==> src/tedq_pkg.sv <==
// ----------------------------------------------------------------------------
// tedq_pkg
// Types and constants shared by the timestamped event delay queue modules.
// ----------------------------------------------------------------------------
package tedq_pkg;

	localparam int DUE_W   = 64;
	localparam int PAY_W   = 64;
	localparam int OFF_W   = 32;
	localparam int LAT_W   = 32;
	localparam int CAP_W   = 5;
	localparam int ROOM_W  = 7;
	localparam int CFG_W   = 32;
	localparam int CFG_IDX_W = 1;

	localparam logic [CAP_W-1:0] CAP_RESET = 5'd16;

	typedef enum logic [CFG_IDX_W-1:0] {
		REG_LATENCY  = 1'b0,
		REG_CAPACITY = 1'b1
	} cfg_reg_t;

	typedef enum logic {
		CMD_PUSH = 1'b0,
		CMD_END  = 1'b1
	} cmd_t;

	typedef enum logic [1:0] {
		KIND_EVENT = 2'd0,
		KIND_ACK   = 2'd1,
		KIND_DONE  = 2'd2,
		KIND_ERROR = 2'd3
	} kind_t;

	typedef enum logic [2:0] {
		ERR_NONE     = 3'd0,
		ERR_OFFSET   = 3'd1,
		ERR_FULL     = 3'd2,
		ERR_OVERFLOW = 3'd3,
		ERR_DEST     = 3'd4,
		ERR_LATE     = 3'd5,
		ERR_NO_SINK  = 3'd6
	} err_t;

	typedef enum logic {
		ALU_ADD = 1'b0,
		ALU_SUB = 1'b1
	} alu_op_t;

	typedef struct packed {
		alu_op_t          op;
		logic [DUE_W-1:0] a;
		logic [DUE_W-1:0] b;
	} alu_req_t;

	// For an add, flag is the carry out; for a subtract, flag is set when a < b.
	typedef struct packed {
		logic [DUE_W-1:0] res;
		logic             flag;
	} alu_rsp_t;

	typedef struct packed {
		kind_t            kind;
		logic             strm;
		logic [OFF_W-1:0] off;
		logic [PAY_W-1:0] pay;
		err_t             err;
		logic             last;
	} result_t;

endpackage

==> src/timestamped_event_delay_queue.sv <==
// ----------------------------------------------------------------------------
// timestamped_event_delay_queue
// Two ring queues that delay timestamped events by a programmable latency.
// ----------------------------------------------------------------------------
// One transaction is handled at a time; in_ready is high only while idle.
// A push checks capacity and offset, adds latency and block position, stores
// the entry and hands over its single result. An end-of-block transaction
// computes the block end, scans the due heads of each queue, checks room and
// lateness, then emits each released event and one more result for the
// block-done marker. All arithmetic goes through one shared 64-bit
// adder/subtractor, and each queue's storage has a single registered read
// port, so queued entries are visited one at a time. Writing a configuration
// register empties both queues and resets the block position to zero.
module timestamped_event_delay_queue
	import tedq_pkg::*;
#(
	parameter int QUEUE_DEPTH = 16
) (
	input  logic                 clk,
	input  logic                 arst_n,
	input  logic                 in_valid,
	output logic                 in_ready,
	input  logic                 cmd,
	input  logic                 stream,
	input  logic [OFF_W-1:0]     offset_in_block,
	input  logic [PAY_W-1:0]     payload,
	input  logic [31:0]          block_frames,
	input  logic [ROOM_W-1:0]    room_stream_one,
	input  logic [ROOM_W-1:0]    room_stream_two,
	input  logic                 sink_two_present,
	output logic                 out_valid,
	input  logic                 out_ready,
	output logic [1:0]           kind,
	output logic                 out_stream,
	output logic [OFF_W-1:0]     out_offset,
	output logic [PAY_W-1:0]     out_payload,
	output logic [2:0]           error_code,
	output logic                 last,
	input  logic                 cfg_we,
	input  logic [CFG_IDX_W-1:0] cfg_index,
	input  logic [CFG_W-1:0]     cfg_data
);

	localparam int AW = (QUEUE_DEPTH > 1) ? $clog2(QUEUE_DEPTH) : 1;
	localparam int CW = $clog2(QUEUE_DEPTH + 1);
	localparam int SW = AW + 1;

	typedef enum logic [3:0] {
		S_IDLE,
		S_PUSH_CHK,
		S_PUSH_ADD,
		S_PUSH_DUE,
		S_END_ADD,
		S_SCAN_RD,
		S_SCAN_END,
		S_SCAN_LATE,
		S_CHECK,
		S_REL_RD,
		S_REL_OUT,
		S_EMIT
	} state_t;

	state_t state_q, ret_q;

	logic [AW-1:0]    head_one_q, tail_one_q, head_two_q, tail_two_q;
	logic [CW-1:0]    count_one_q, count_two_q, n_one_q, n_two_q, pos_q;
	logic [DUE_W-1:0] frontier_q;
	logic [LAT_W-1:0] latency_q;
	logic [CAP_W-1:0] cap_q;
	logic             qsel_q, late_q;
	result_t          out_q;
	logic             out_valid_q;

	logic              cmd_q, stream_q, sink_two_q;
	logic [OFF_W-1:0]  off_q;
	logic [PAY_W-1:0]  pay_q;
	logic [31:0]       frames_q;
	logic [ROOM_W-1:0] room_one_q, room_two_q;
	logic [DUE_W-1:0]  acc_q, end_q;

	logic [AW-1:0]    head_sel, push_tail, rd_addr;
	logic [CW-1:0]    count_sel, n_sel, push_cnt;
	logic [SW-1:0]    addr_sum;
	logic [CAP_W-1:0] cap_use;
	logic             full, scan_stop;
	logic [DUE_W-1:0] due_one_rd, due_two_rd, due_rd;
	logic [PAY_W-1:0] pay_one_rd, pay_two_rd, pay_rd;
	logic             wr_one, wr_two;
	alu_req_t         alu_req;
	alu_rsp_t         alu_rsp;

	function automatic logic [AW-1:0] wrap_next(input logic [AW-1:0] i);
		logic [SW-1:0] nxt;
		nxt = SW'(i) + SW'(1);
		return (nxt >= SW'(QUEUE_DEPTH)) ? '0 : AW'(nxt);
	endfunction

	function automatic result_t mk_result(input kind_t k, input logic s,
		input logic [OFF_W-1:0] o, input logic [PAY_W-1:0] p, input err_t e,
		input logic l);
		result_t r;
		r.kind = k;
		r.strm = s;
		r.off  = o;
		r.pay  = p;
		r.err  = e;
		r.last = l;
		return r;
	endfunction

	function automatic result_t mk_error(input err_t e);
		return mk_result(KIND_ERROR, 1'b0, '0, '0, e, 1'b1);
	endfunction

	// Read address: selected head plus scan position, modulo the queue depth.
	assign head_sel  = qsel_q ? head_two_q : head_one_q;
	assign count_sel = qsel_q ? count_two_q : count_one_q;
	assign n_sel     = qsel_q ? n_two_q : n_one_q;
	assign addr_sum  = SW'(head_sel) + SW'(pos_q);
	assign rd_addr   = (addr_sum >= SW'(QUEUE_DEPTH)) ?
		AW'(addr_sum - SW'(QUEUE_DEPTH)) : AW'(addr_sum);

	assign due_rd = qsel_q ? due_two_rd : due_one_rd;
	assign pay_rd = qsel_q ? pay_two_rd : pay_one_rd;

	assign push_cnt  = stream_q ? count_two_q : count_one_q;
	assign push_tail = stream_q ? tail_two_q : tail_one_q;

	always_comb begin
		if (cap_q == '0) begin
			cap_use = CAP_W'(1);
		end else if (cap_q > CAP_W'(QUEUE_DEPTH)) begin
			cap_use = CAP_W'(QUEUE_DEPTH);
		end else begin
			cap_use = cap_q;
		end
	end

	assign full = (CAP_W'(push_cnt) >= cap_use);

	always_comb begin
		alu_req.op = ALU_ADD;
		alu_req.a  = frontier_q;
		alu_req.b  = due_rd;
		case (state_q)
			S_PUSH_CHK: begin
				alu_req.op = ALU_SUB;
				alu_req.a  = DUE_W'(off_q);
				alu_req.b  = DUE_W'(frames_q);
			end
			S_PUSH_ADD: begin
				alu_req.a = DUE_W'(off_q);
				alu_req.b = DUE_W'(latency_q);
			end
			S_PUSH_DUE: begin
				alu_req.b = acc_q;
			end
			S_END_ADD: begin
				alu_req.b = DUE_W'(frames_q);
			end
			S_SCAN_END: begin
				alu_req.op = ALU_SUB;
				alu_req.a  = due_rd;
				alu_req.b  = end_q;
			end
			S_SCAN_LATE, S_REL_OUT: begin
				alu_req.op = ALU_SUB;
				alu_req.a  = due_rd;
				alu_req.b  = frontier_q;
			end
			default: begin
				alu_req.op = ALU_ADD;
			end
		endcase
	end

	tedq_alu u_alu (
		.req(alu_req),
		.rsp(alu_rsp)
	);

	// A queue scan stops at the end of the queue or at the first head not yet due.
	assign scan_stop = ((state_q == S_SCAN_RD) && (pos_q == count_sel)) ||
		((state_q == S_SCAN_END) && !alu_rsp.flag);

	assign wr_one = (state_q == S_PUSH_DUE) && !alu_rsp.flag && !stream_q;
	assign wr_two = (state_q == S_PUSH_DUE) && !alu_rsp.flag && stream_q;

	tedq_ram #(.WIDTH(DUE_W), .DEPTH(QUEUE_DEPTH)) u_due_one (
		.clk(clk), .we(wr_one), .waddr(push_tail), .wdata(alu_rsp.res),
		.raddr(rd_addr), .rdata(due_one_rd)
	);

	tedq_ram #(.WIDTH(PAY_W), .DEPTH(QUEUE_DEPTH)) u_pay_one (
		.clk(clk), .we(wr_one), .waddr(push_tail), .wdata(pay_q),
		.raddr(rd_addr), .rdata(pay_one_rd)
	);

	tedq_ram #(.WIDTH(DUE_W), .DEPTH(QUEUE_DEPTH)) u_due_two (
		.clk(clk), .we(wr_two), .waddr(push_tail), .wdata(alu_rsp.res),
		.raddr(rd_addr), .rdata(due_two_rd)
	);

	tedq_ram #(.WIDTH(PAY_W), .DEPTH(QUEUE_DEPTH)) u_pay_two (
		.clk(clk), .we(wr_two), .waddr(push_tail), .wdata(pay_q),
		.raddr(rd_addr), .rdata(pay_two_rd)
	);

	always_ff @(posedge clk) begin
		if ((state_q == S_IDLE) && in_valid) begin
			cmd_q      <= cmd;
			stream_q   <= stream;
			off_q      <= offset_in_block;
			pay_q      <= payload;
			frames_q   <= block_frames;
			room_one_q <= room_stream_one;
			room_two_q <= room_stream_two;
			sink_two_q <= sink_two_present;
		end
		if (state_q == S_PUSH_ADD) begin
			acc_q <= alu_rsp.res;
		end
		if (state_q == S_END_ADD) begin
			end_q <= alu_rsp.res;
		end
	end

	always_ff @(posedge clk or negedge arst_n) begin
		if (!arst_n) begin
			state_q     <= S_IDLE;
			ret_q       <= S_IDLE;
			head_one_q  <= '0;
			tail_one_q  <= '0;
			count_one_q <= '0;
			head_two_q  <= '0;
			tail_two_q  <= '0;
			count_two_q <= '0;
			n_one_q     <= '0;
			n_two_q     <= '0;
			pos_q       <= '0;
			frontier_q  <= '0;
			latency_q   <= '0;
			cap_q       <= CAP_RESET;
			qsel_q      <= 1'b0;
			late_q      <= 1'b0;
			out_q       <= '0;
			out_valid_q <= 1'b0;
		end else begin
			case (state_q)
				S_IDLE: begin
					if (in_valid) begin
						state_q <= (cmd == CMD_END) ? S_END_ADD : S_PUSH_CHK;
					end
				end
				S_PUSH_CHK: begin
					if (full) begin
						out_q       <= mk_error(ERR_FULL);
						out_valid_q <= 1'b1;
						ret_q       <= S_IDLE;
						state_q     <= S_EMIT;
					end else if (off_q[OFF_W-1] || !alu_rsp.flag) begin
						out_q       <= mk_error(ERR_OFFSET);
						out_valid_q <= 1'b1;
						ret_q       <= S_IDLE;
						state_q     <= S_EMIT;
					end else begin
						state_q <= S_PUSH_ADD;
					end
				end
				S_PUSH_ADD: begin
					state_q <= S_PUSH_DUE;
				end
				S_PUSH_DUE: begin
					if (alu_rsp.flag) begin
						out_q <= mk_error(ERR_OVERFLOW);
					end else begin
						if (stream_q) begin
							tail_two_q  <= wrap_next(tail_two_q);
							count_two_q <= count_two_q + CW'(1);
						end else begin
							tail_one_q  <= wrap_next(tail_one_q);
							count_one_q <= count_one_q + CW'(1);
						end
						out_q <= mk_result(KIND_ACK, 1'b0, '0, '0, ERR_NONE, 1'b1);
					end
					out_valid_q <= 1'b1;
					ret_q       <= S_IDLE;
					state_q     <= S_EMIT;
				end
				S_END_ADD: begin
					if (alu_rsp.flag) begin
						out_q       <= mk_error(ERR_OVERFLOW);
						out_valid_q <= 1'b1;
						ret_q       <= S_IDLE;
						state_q     <= S_EMIT;
					end else begin
						qsel_q  <= 1'b0;
						pos_q   <= '0;
						late_q  <= 1'b0;
						state_q <= S_SCAN_RD;
					end
				end
				S_SCAN_RD: begin
					if (!scan_stop) begin
						state_q <= S_SCAN_END;
					end
				end
				S_SCAN_END: begin
					if (!scan_stop) begin
						state_q <= S_SCAN_LATE;
					end
				end
				S_SCAN_LATE: begin
					if (alu_rsp.flag) begin
						late_q <= 1'b1;
					end
					pos_q   <= pos_q + CW'(1);
					state_q <= S_SCAN_RD;
				end
				S_CHECK: begin
					qsel_q <= 1'b0;
					pos_q  <= '0;
					if (ROOM_W'(n_one_q) > room_one_q) begin
						out_q       <= mk_error(ERR_DEST);
						out_valid_q <= 1'b1;
						ret_q       <= S_IDLE;
						state_q     <= S_EMIT;
					end else if (!sink_two_q && (count_two_q != '0)) begin
						out_q       <= mk_error(ERR_NO_SINK);
						out_valid_q <= 1'b1;
						ret_q       <= S_IDLE;
						state_q     <= S_EMIT;
					end else if (sink_two_q && (ROOM_W'(n_two_q) > room_two_q)) begin
						out_q       <= mk_error(ERR_DEST);
						out_valid_q <= 1'b1;
						ret_q       <= S_IDLE;
						state_q     <= S_EMIT;
					end else if (late_q) begin
						out_q       <= mk_error(ERR_LATE);
						out_valid_q <= 1'b1;
						ret_q       <= S_IDLE;
						state_q     <= S_EMIT;
					end else begin
						state_q <= S_REL_RD;
					end
				end
				S_REL_RD: begin
					if (n_sel != '0) begin
						state_q <= S_REL_OUT;
					end else if (!qsel_q) begin
						qsel_q <= 1'b1;
					end else begin
						frontier_q  <= end_q;
						out_q       <= mk_result(KIND_DONE, 1'b0, '0, '0, ERR_NONE, 1'b1);
						out_valid_q <= 1'b1;
						ret_q       <= S_IDLE;
						state_q     <= S_EMIT;
					end
				end
				S_REL_OUT: begin
					out_q <= mk_result(KIND_EVENT, qsel_q, alu_rsp.res[OFF_W-1:0], pay_rd,
						ERR_NONE, 1'b0);
					if (qsel_q) begin
						head_two_q  <= wrap_next(head_two_q);
						count_two_q <= count_two_q - CW'(1);
						n_two_q     <= n_two_q - CW'(1);
					end else begin
						head_one_q  <= wrap_next(head_one_q);
						count_one_q <= count_one_q - CW'(1);
						n_one_q     <= n_one_q - CW'(1);
					end
					out_valid_q <= 1'b1;
					ret_q       <= S_REL_RD;
					state_q     <= S_EMIT;
				end
				S_EMIT: begin
					if (out_ready) begin
						out_valid_q <= 1'b0;
						state_q     <= ret_q;
					end
				end
				default: begin
					state_q <= S_IDLE;
				end
			endcase

			// The stop position of a scan is the number of due heads in that queue.
			if (scan_stop) begin
				if (!qsel_q) begin
					n_one_q <= pos_q;
					qsel_q  <= 1'b1;
					pos_q   <= '0;
					state_q <= S_SCAN_RD;
				end else begin
					n_two_q <= pos_q;
					state_q <= S_CHECK;
				end
			end

			if (cfg_we) begin
				case (cfg_index)
					REG_LATENCY: begin
						latency_q <= cfg_data[LAT_W-1:0];
					end
					REG_CAPACITY: begin
						cap_q <= cfg_data[CAP_W-1:0];
					end
					default: begin
						latency_q <= latency_q;
					end
				endcase
				head_one_q  <= '0;
				tail_one_q  <= '0;
				count_one_q <= '0;
				head_two_q  <= '0;
				tail_two_q  <= '0;
				count_two_q <= '0;
				frontier_q  <= '0;
			end
		end
	end

	assign in_ready    = (state_q == S_IDLE);
	assign out_valid   = out_valid_q;
	assign kind        = out_q.kind;
	assign out_stream  = out_q.strm;
	assign out_offset  = out_q.off;
	assign out_payload = out_q.pay;
	assign error_code  = out_q.err;
	assign last        = out_q.last;

	a_no_overlap: assert property (@(posedge clk) disable iff (!arst_n)
		!(out_valid && in_ready))
		else $error("result pending while accepting a new transaction");

	a_busy_after_accept: assert property (@(posedge clk) disable iff (!arst_n)
		(in_valid && in_ready) |=> !in_ready)
		else $error("block stayed ready after accepting a transaction");

	a_count_bound: assert property (@(posedge clk) disable iff (!arst_n)
		(count_one_q <= CW'(QUEUE_DEPTH)) && (count_two_q <= CW'(QUEUE_DEPTH)))
		else $error("queue count exceeds depth");

	a_error_last: assert property (@(posedge clk) disable iff (!arst_n)
		(out_valid && (kind == KIND_ERROR)) |-> (last && (error_code != ERR_NONE)))
		else $error("error result not marked as final");

	a_event_not_last: assert property (@(posedge clk) disable iff (!arst_n)
		(out_valid && (kind == KIND_EVENT)) |-> (!last && (cmd_q == CMD_END)))
		else $error("released event outside an end-of-block transaction");

endmodule

==> src/tedq_ram.sv <==
// ----------------------------------------------------------------------------
// tedq_ram
// Generic single-write, single-read RAM with a registered read port.
// ----------------------------------------------------------------------------
module tedq_ram #(
	parameter int WIDTH = 64,
	parameter int DEPTH = 16
) (
	input  logic                                      clk,
	input  logic                                      we,
	input  logic [((DEPTH > 1) ? $clog2(DEPTH) : 1)-1:0] waddr,
	input  logic [WIDTH-1:0]                          wdata,
	input  logic [((DEPTH > 1) ? $clog2(DEPTH) : 1)-1:0] raddr,
	output logic [WIDTH-1:0]                          rdata
);

	logic [WIDTH-1:0] mem_q [DEPTH];
	logic [WIDTH-1:0] rdata_q;

	always_ff @(posedge clk) begin
		if (we) begin
			mem_q[waddr] <= wdata;
		end
		rdata_q <= mem_q[raddr];
	end

	assign rdata = rdata_q;

endmodule

==> src/tedq_alu.sv <==
// ----------------------------------------------------------------------------
// tedq_alu
// Shared 64-bit add/subtract unit with carry and borrow flag.
// ----------------------------------------------------------------------------
module tedq_alu
	import tedq_pkg::*;
(
	input  alu_req_t req,
	output alu_rsp_t rsp
);

	logic             is_sub;
	logic [DUE_W:0]   sum;
	logic [DUE_W-1:0] b_op;

	assign is_sub = (req.op == ALU_SUB);
	assign b_op   = is_sub ? ~req.b : req.b;
	assign sum    = {1'b0, req.a} + {1'b0, b_op} + (DUE_W + 1)'(is_sub);

	assign rsp.res  = sum[DUE_W-1:0];
	assign rsp.flag = is_sub ? ~sum[DUE_W] : sum[DUE_W];

endmodule
==> config.mk <==
export PLATFORM = sky130hd
export DESIGN_NAME = timestamped_event_delay_queue
export DESIGN_NICKNAME = d
export VERILOG_FILES = /design/src/tedq_pkg.sv /design/src/timestamped_event_delay_queue.sv /design/src/tedq_ram.sv /design/src/tedq_alu.sv
export SDC_FILE = /design/constraint.sdc
export NUM_CORES = 2
export LEC_CHECK = 0
export BUFFER_PORTS_ARGS = -buffer_cell sky130_fd_sc_hd__buf_2
export CAP_MARGIN = 10
export CORE_UTILIZATION = 50
export DETAILED_ROUTE_END_ITERATION = 10
export PLACE_DENSITY = 0.73
export SLEW_MARGIN = 0
export SYNTH_ARGS = -nofsm -noshare
export SYNTH_HDL_FRONTEND = slang
export SYNTH_SLANG_ARGS = --single-unit
==> constraint.sdc <==
create_clock -name clk -period 36.7 [get_ports clk]
set_input_delay 7.34 -clock clk [delete_from_list [all_inputs] [get_ports clk]]
set_output_delay 7.34 -clock clk [all_outputs]
set_load 0.01 [all_outputs]
## Word level (Yosys, flattened, before mapping)

Memory sizes are Yosys's and may differ from the RTL's. A register that Yosys moved wholly into a read port is not among the register bits.
Cells that the tools add are included.

- Bits in registers: 528
- Bits in latches: 0
- RAM bits: 4096
- Bits in read-only memories: 0
- Input port bits: 183
- Output and inout bits: 105
- Memories: 4

Memories:

| memory | depth | bits a word | rd ports | clocked after Yosys merged registers in | wr ports | line | RTL |
|---|---|---|---|---|---|---|---|
| u_due_one.mem_q | 16 | 64 | 1 | 1 | 1 | tedq_ram.sv:17 | `logic [WIDTH-1:0] mem_q [DEPTH];` |
| u_due_two.mem_q | 16 | 64 | 1 | 1 | 1 | tedq_ram.sv:17 |  |
| u_pay_one.mem_q | 16 | 64 | 1 | 1 | 1 | tedq_ram.sv:17 |  |
| u_pay_two.mem_q | 16 | 64 | 1 | 1 | 1 | tedq_ram.sv:17 |  |

- Add/subtract/negate cells: 15
- $mul: 0
- Divide/modulo/power cells: 0
- Magnitude comparators: 9
- Equality and inequality tests: 32
- Shifts and indexed selects: 0
- Mux-type cells: 117
- Bitwise operators: 3
- Reductions and logical operators: 45

Operators with widths:

| operator | number |
|---|---|
| $mux W103 | 10 |
| $pmux W103 S6 | 1 |
| $mux W64 | 7 |
| $pmux W64 S5 | 1 |
| $mux W4 | 39 |
| $pmux W64 S2 | 1 |
| $mux W5 | 24 |
| $add A64 B64 Y65 | 1 |
| $add A65 B1 Y65 | 1 |
| $not A64 Y64 | 1 |
| $pmux W4 S11 | 1 |
| $ge A5 B5 Y1 const B | 5 |
| $pmux W4 S6 | 1 |
| $mux W1 | 21 |
| $ne A3 B3 Y1 const B | 7 |
| $add A4 B1 Y5 const B | 4 |
| $ne A2 B2 Y1 const B | 10 |
| $pmux W5 S2 | 2 |
| $sub A5 B1 Y5 const B | 4 |
| $eq A4 B3 Y1 const B | 4 |
| $eq A4 B4 Y1 const B | 4 |
| $add A5 B1 Y5 const B | 3 |
| $pmux W5 S3 | 1 |
| $reduce_and A3 Y1 | 5 |
| 33 further kinds | 63 |

## Depth between registers and ports, before layout

- Depth after elaboration: 15
- Gate-level depth with buffers: 27
- Depth with buffers taken out: 20

## Modules after synthesis

A second synthesis with hierarchy kept.

- Cells, all modules: 9134
- Area, all modules: 186582.7 um^2

Modules (own cells, without submodules):

| module | instances | cells each | area an instance (um^2) | seq. area each (um^2) |
|---|---|---|---|---|
| tedq_ram | 4 | 1647 | 39581.7 | 32030.7 |
| timestamped_event_delay_queue | 1 | 1863 | 23533.8 | 14500.2 |
| tedq_alu | 1 | 683 | 4722.0 | 0.0 |

## Worst setup path before layout

OpenSTA, ideal clock, no wires.

- Path kind: register to register
- Start point: register state_q[2]
- End point: memory u_due_two.mem_q[3][0], enable pin
- Setup time: 973 ps
- Data arrival time: 18810 ps
- Data required time: 35727 ps
- Path slack: 16917 ps
- Stages on the path, launching flop included: 22
- Period minus slack after synthesis: 19783 ps
- Path through: dfrtp_1 buf_2 or2_2 nor2_1 clkbuf_1 a22o_1 a2111oi_0 a21oi_1 xnor2_1 ha_1 buf_2 a21oi_1 o21ai_0 o21bai_1 a31oi_1 o21bai_1 a211oi_2 a2111o_1 a21o_1 buf_6 nand3_1 nor4b_1

- Word-level cells in the longest chain between the ends: 14
- Elaborated cells between the ends (all ways): 26
- Those cells by class: add/sub (2); eq/ne (7); mux (7); bitwise (2); reduce/logical (8)

RTL lines:

| item | line | RTL |
|---|---|---|
| start: declaration | timestamped_event_delay_queue.sv:63 | `state_t state_q, ret_q;` |
| start signal: assignment | timestamped_event_delay_queue.sv:252 | `state_q <= (cmd == CMD_END) ? S_END_ADD : S_PUSH_CHK;` |
| start signal: assignment | timestamped_event_delay_queue.sv:379 | `state_q <= ret_q;` |
| $eq A4 B4 Y1, or another cell as far along | timestamped_event_delay_queue.sv:145 | `case (state_q)` |
| $reduce_or A2 Y1, on equally long branches | -- |  |
| $pmux W64 S5 | timestamped_event_delay_queue.sv:145 |  |
| $not A64 Y64 | tedq_alu.sv:17 | `assign b_op = is_sub ? ~req.b : req.b;` |
| $mux W64 | tedq_alu.sv:17 |  |
| $add A64 B64 Y65 | tedq_alu.sv:18 | `assign sum = {1'b0, req.a} + {1'b0, b_op} + (DUE_W + 1)'(is_sub);` |
| $add A65 B1 Y65 | tedq_alu.sv:18 |  |
| $not A1 Y1 | tedq_alu.sv:21 | `assign rsp.flag = is_sub ? ~sum[DUE_W] : sum[DUE_W];` |
| $mux W1 | tedq_alu.sv:21 |  |
| $logic_not A1 Y1 | timestamped_event_delay_queue.sv:187 | `assign wr_two = (state_q == S_PUSH_DUE) && !alu_rsp.flag && stream_q;` |
| $logic_and A1 B1 Y1 (*) (2 in a row) | timestamped_event_delay_queue.sv:187 |  |
| $mux W1 (*) | tedq_ram.sv:21 | `if (we) begin` |
| $mux W1 (implied by the code) (*) | tedq_ram.sv:22 | `mem_q[waddr] <= wdata;` |
| end: declaration | tedq_ram.sv:17 |  |

Every way passes the cells marked *; elsewhere a longest branch is shown, timed or not.

## Worst setup path in the final report

- Start point: register state_q[1]
- End point: output port in_ready

- Word-level cells in the longest chain between the ends: 1

RTL lines:

| item | line | RTL |
|---|---|---|
| $logic_not A4 Y1 | timestamped_event_delay_queue.sv:423 | `assign in_ready = (state_q == S_IDLE);` |
| end: declaration | timestamped_event_delay_queue.sv:22 | `output logic in_ready,` |

Every way passes these cells.

==> results.sh <==
export IMPL_run_status="complete, no violations"
export IMPL_fillerInstances=26000
export IMPL_cts_buffers=452
export IMPL_synthDominantCellAreaShare=0.706
export IMPL_die_area_sq_um=374000
export IMPL_drt_vias_per_instance=6.50
export IMPL_nNetsFinal=9154
export IMPL_worst_slew_margin_rel=0.121
export IMPL_cts_root_buf="sky130_fd_sc_hd__clkbuf_16"
export IMPL_vias=92600
export IMPL_number_of_antenna_violations_at_the_first_check_in_global_routing=37
export IMPL_synthesis_instances=8373
export IMPL_min_period_over_period=0.270
export IMPL_ys_types=79
export IMPL_yosys_register_bits=4877
export IMPL_power_static_leakage_uw=0.0689
export IMPL_critPathCapture="in_ready"
export IMPL_crit_path_max_fanout=17
export IMPL_grt_pass1_vias=93100
export IMPL_min_period_ns=9.91
export IMPL_max_cap_viol_count=0
export IMPL_area_growth_pct=13.0
export IMPL_clock_transition_at_the_registers_of_the_reported_paths_ns=0.06
export IMPL_synth_enable_flop_cells=4368
export IMPL_cts_tree="built"
export IMPL_criticalPathCategory="reg2out"
export IMPL_grt_max_degree=116
export IMPL_synth_warnings=0
export IMPL_rows=223
export IMPL_critical_path_arrival_ns=2.57
export IMPL_critPathSlowestCell="sky130_fd_sc_hd__dfrtp_1"
export IMPL_timing_clock_skew_ns=0.0853
export IMPL_path_cells="nor2_1, nand2_1, inv_1, buf_2"
export IMPL_effective_utilization_at_floorplan=0.503
export IMPL_grt_setup_unrepaired="no"
export IMPL_ys_dominant_reg_cell="sky130_fd_sc_hd__edfxtp_1"
export IMPL_yosys_top_cells_area="sky130_fd_sc_hd__edfxtp_1, sky130_fd_sc_hd__mux4_2, sky130_fd_sc_hd__dfrtp_1"
export IMPL_synth_nets=8654
export IMPL_proportion_of_synthesized_chip_area_in_sequential_cells=0.768
export IMPL_io_buffers=287
export IMPL_synth_area_leader_cell="sky130_fd_sc_hd__edfxtp_1"
export IMPL_synth_async_reset_ratio=0.0519
export IMPL_timing_setup_tns_ns=0
export IMPL_route_final_wire_length_um=489000
export IMPL_report_final_setup_viol=0
export IMPL_required_ns=29.36
export IMPL_ctsResizeCount=0
export IMPL_boundaryPins=288
export IMPL_cp_start_kind="flop"
export IMPL_drc=0
export IMPL_drtIter0Drc=13100
export IMPL_htreeDepth=5
export IMPL_fp_coreArea_sq_um=369000
export IMPL_worstMarginPinSlew_ns=1.29
export IMPL_setup_worst_path_end_class="primary output"
export IMPL_timing_max_transition_violations_final=0
export IMPL_dp_hpwl_um=251000
export IMPL_r2r_end="u_pay_one.mem_q[5][11]"
export IMPL_grt_pass1_wl_um=690000
export IMPL_syn_avg_cell_area_sq_um=22.2
export IMPL_number_of_cells_on_the_worst_reg_to_reg_path=23
export IMPL_postRouteAntennaNets=0
export IMPL_clk_insertion_delay_late_ns=1.01
export IMPL_tritoncts_num_sinks=4877
export IMPL_max_freq_ghz=0.101
export IMPL_worst_path_largest_cell_delay_ns=0.61
export IMPL_power_density_nw_per_um2=107
export IMPL_dieWidth_um=612
export IMPL_grt_ovfl_total=0
export IMPL_layout_drive_gt1_share=0.284
export IMPL_postCtsHoldBufs=0
export IMPL_power_uw=22500
export IMPL_cts_post_setup_buffers_inserted=0
export IMPL_ir_drop_mv=0.242
export IMPL_place_congestion=0.940
export IMPL_drt_first_pass_iters=9
export IMPL_wl_per_cell_um=34.3
export IMPL_hold_vio_cnt_final=0
export IMPL_die_y_um=612
export IMPL_grt_total_usage=0.260
export IMPL_synth_area_sq_um=186000
export IMPL_critical_path_reg2reg_startpoint="state_q[2]"
export IMPL_crit_path_start="state_q[1]"
export IMPL_rrSetupSlack_ns=26.93
export IMPL_clock_path_buffers=4
export IMPL_hold_path_class="reg2reg"
registers in the layout, indices dropped and copies added (netlist names), 64 cells and up, named ones only:
name / count
u_due_one.mem_q: 1024
u_due_two.mem_q: 1024
u_pay_one.mem_q: 1024
u_pay_two.mem_q: 1024
acc_q: 64
end_q: 64
frontier_q: 64
out_payload: 64
pay_q: 64
u_due_one.rdata: 64
u_due_two.rdata: 64
u_pay_one.rdata: 64
u_pay_two.rdata: 64
per-stage QoR:
stage                     hold slack [ns]  std cells  setup WS (ns)  area, sq um   util
final                               0.467      14200          26.79       210000  0.568
after global routing                0.470      14200          26.62       210000  0.568
after CTS                           0.457      14200          26.76       210000  0.568
after detailed placement            0.448      13400          26.65       195000  0.527
after global placement              0.444      13400          26.73       195000  0.527
after floorplan                     0.437       8373          16.92       186000      -
per-layer routing:
metal  share of wire  vias up  global-route usage
met5         0.00034        -                   0
met4           0.039       24              0.0931
li1                -    36400                   -
met1            0.38    49500               0.359
met3           0.095      882              0.0422
met2            0.49     5831               0.422
cell usage in the layout (no fill, tap or decap), drive strengths merged, types with 8 or more instances in the layout:
master / n
a21oi: 161
nand2b: 23
buf: 502
xor2: 32
a21o: 57
and3: 9
nand2: 151
bufinv: 39
o21a: 11
clkbuf: 651
dfxtp: 256
mux2: 46
a211oi: 9
or3: 10
nor2b: 18
a31oi: 11
nand3: 30
edfxtp: 4368
a2111oi: 31
a221o: 41
mux2i: 111
mux4: 1280
o21bai: 18
nor3: 43
nor4b: 8
diode: 20
nor2: 126
inv: 137
xnor2: 116
o21ai: 105
clkinv: 149
dfrtp: 252
a22o: 155
nand4: 30
ha: 94
a222oi: 96
power by group:
part           total [uW]  leakage [uW]  internal (uW)  switching (uW)
Clock                4750       0.00742           2710            2050
Combinational        8180        0.0166           2670            5520
Sequential           9520        0.0449           9250             272
Total               22500        0.0689          14600            7840
worst max-delay path, delay by kind of cell, from the launching register on:
family	cells	cell delay, ns
flops	1	0.61
simple gates	2	0.74
buf+inv	2	0.22
cells in the mapped netlist, types with 6 or more instances:
cell type and count:
sky130_fd_sc_hd__nand2b_1 23, sky130_fd_sc_hd__a22o_1 155, sky130_fd_sc_hd__a211oi_1 8, sky130_fd_sc_hd__nor4b_1 8, sky130_fd_sc_hd__nand2_1 151, sky130_fd_sc_hd__edfxtp_1 4368
sky130_fd_sc_hd__nor2_1 126, sky130_fd_sc_hd__mux2i_1 111, sky130_fd_sc_hd__mux2_2 46, sky130_fd_sc_hd__clkbuf_1 350, sky130_fd_sc_hd__mux4_2 1280, sky130_fd_sc_hd__a2111oi_0 31
sky130_fd_sc_hd__o21bai_1 18, sky130_fd_sc_hd__a21oi_1 161, sky130_fd_sc_hd__buf_1 79, sky130_fd_sc_hd__a222oi_1 96, sky130_fd_sc_hd__a31oi_1 11, sky130_fd_sc_hd__nand4_1 30
sky130_fd_sc_hd__a21o_1 57, sky130_fd_sc_hd__nor2b_1 18, sky130_fd_sc_hd__a221o_1 41, sky130_fd_sc_hd__nor3_1 43, sky130_fd_sc_hd__o21ai_0 102, sky130_fd_sc_hd__o21a_1 11
sky130_fd_sc_hd__o221ai_1 6, sky130_fd_sc_hd__buf_2 16, sky130_fd_sc_hd__inv_1 122, sky130_fd_sc_hd__buf_6 11, sky130_fd_sc_hd__xnor2_1 116, sky130_fd_sc_hd__dfrtp_1 252
sky130_fd_sc_hd__xor2_1 32, sky130_fd_sc_hd__ha_1 94, sky130_fd_sc_hd__nor4_1 6, sky130_fd_sc_hd__dfxtp_1 256, sky130_fd_sc_hd__and3_1 9, sky130_fd_sc_hd__or3_1 10
sky130_fd_sc_hd__nand3_1 30
final cells by class:
cell class,instances,area [sq um],share of cell area
sequential,4877,143000,0.679
tap,4950,6190,0.0295
inverter,123,479,0.00228
clock inverter,207,2350,0.0112
timing repair buffer,502,3500,0.0167
antenna,20,50.0,0.000238
multi-input combinational,2917,41900,0.200
clock buffer,651,12800,0.0609
cell families after synthesis:
family	after synthesis	synth area share
adder cells (fa/ha/maj)	98	0.00676
XOR/XNOR	148	0.00698
AO/OA/AOI/OAI	760	0.0306
multiplexers	1437	0.164
buffers and inverters	579	0.0122
flip-flops	4877	0.768
AND/OR/NAND/NOR	474	0.0120
worst min-delay path by stage:
stage                        startpoint               to  slack (ns)  depth (start not counted)
global placement    u_pay_two.rdata[31]  out_payload[31]        0.44                          2
floorplan           u_pay_two.rdata[10]  out_payload[10]        0.44                          2
global route        u_pay_one.rdata[33]  out_payload[33]        0.47                          2
CTS                 u_pay_one.rdata[21]  out_payload[21]        0.46                          2
detailed placement  u_pay_two.rdata[43]  out_payload[43]        0.45                          2
finish               u_pay_one.rdata[6]   out_payload[6]        0.47                          2
No activity file was read; power rests on OpenSTA's default activity.
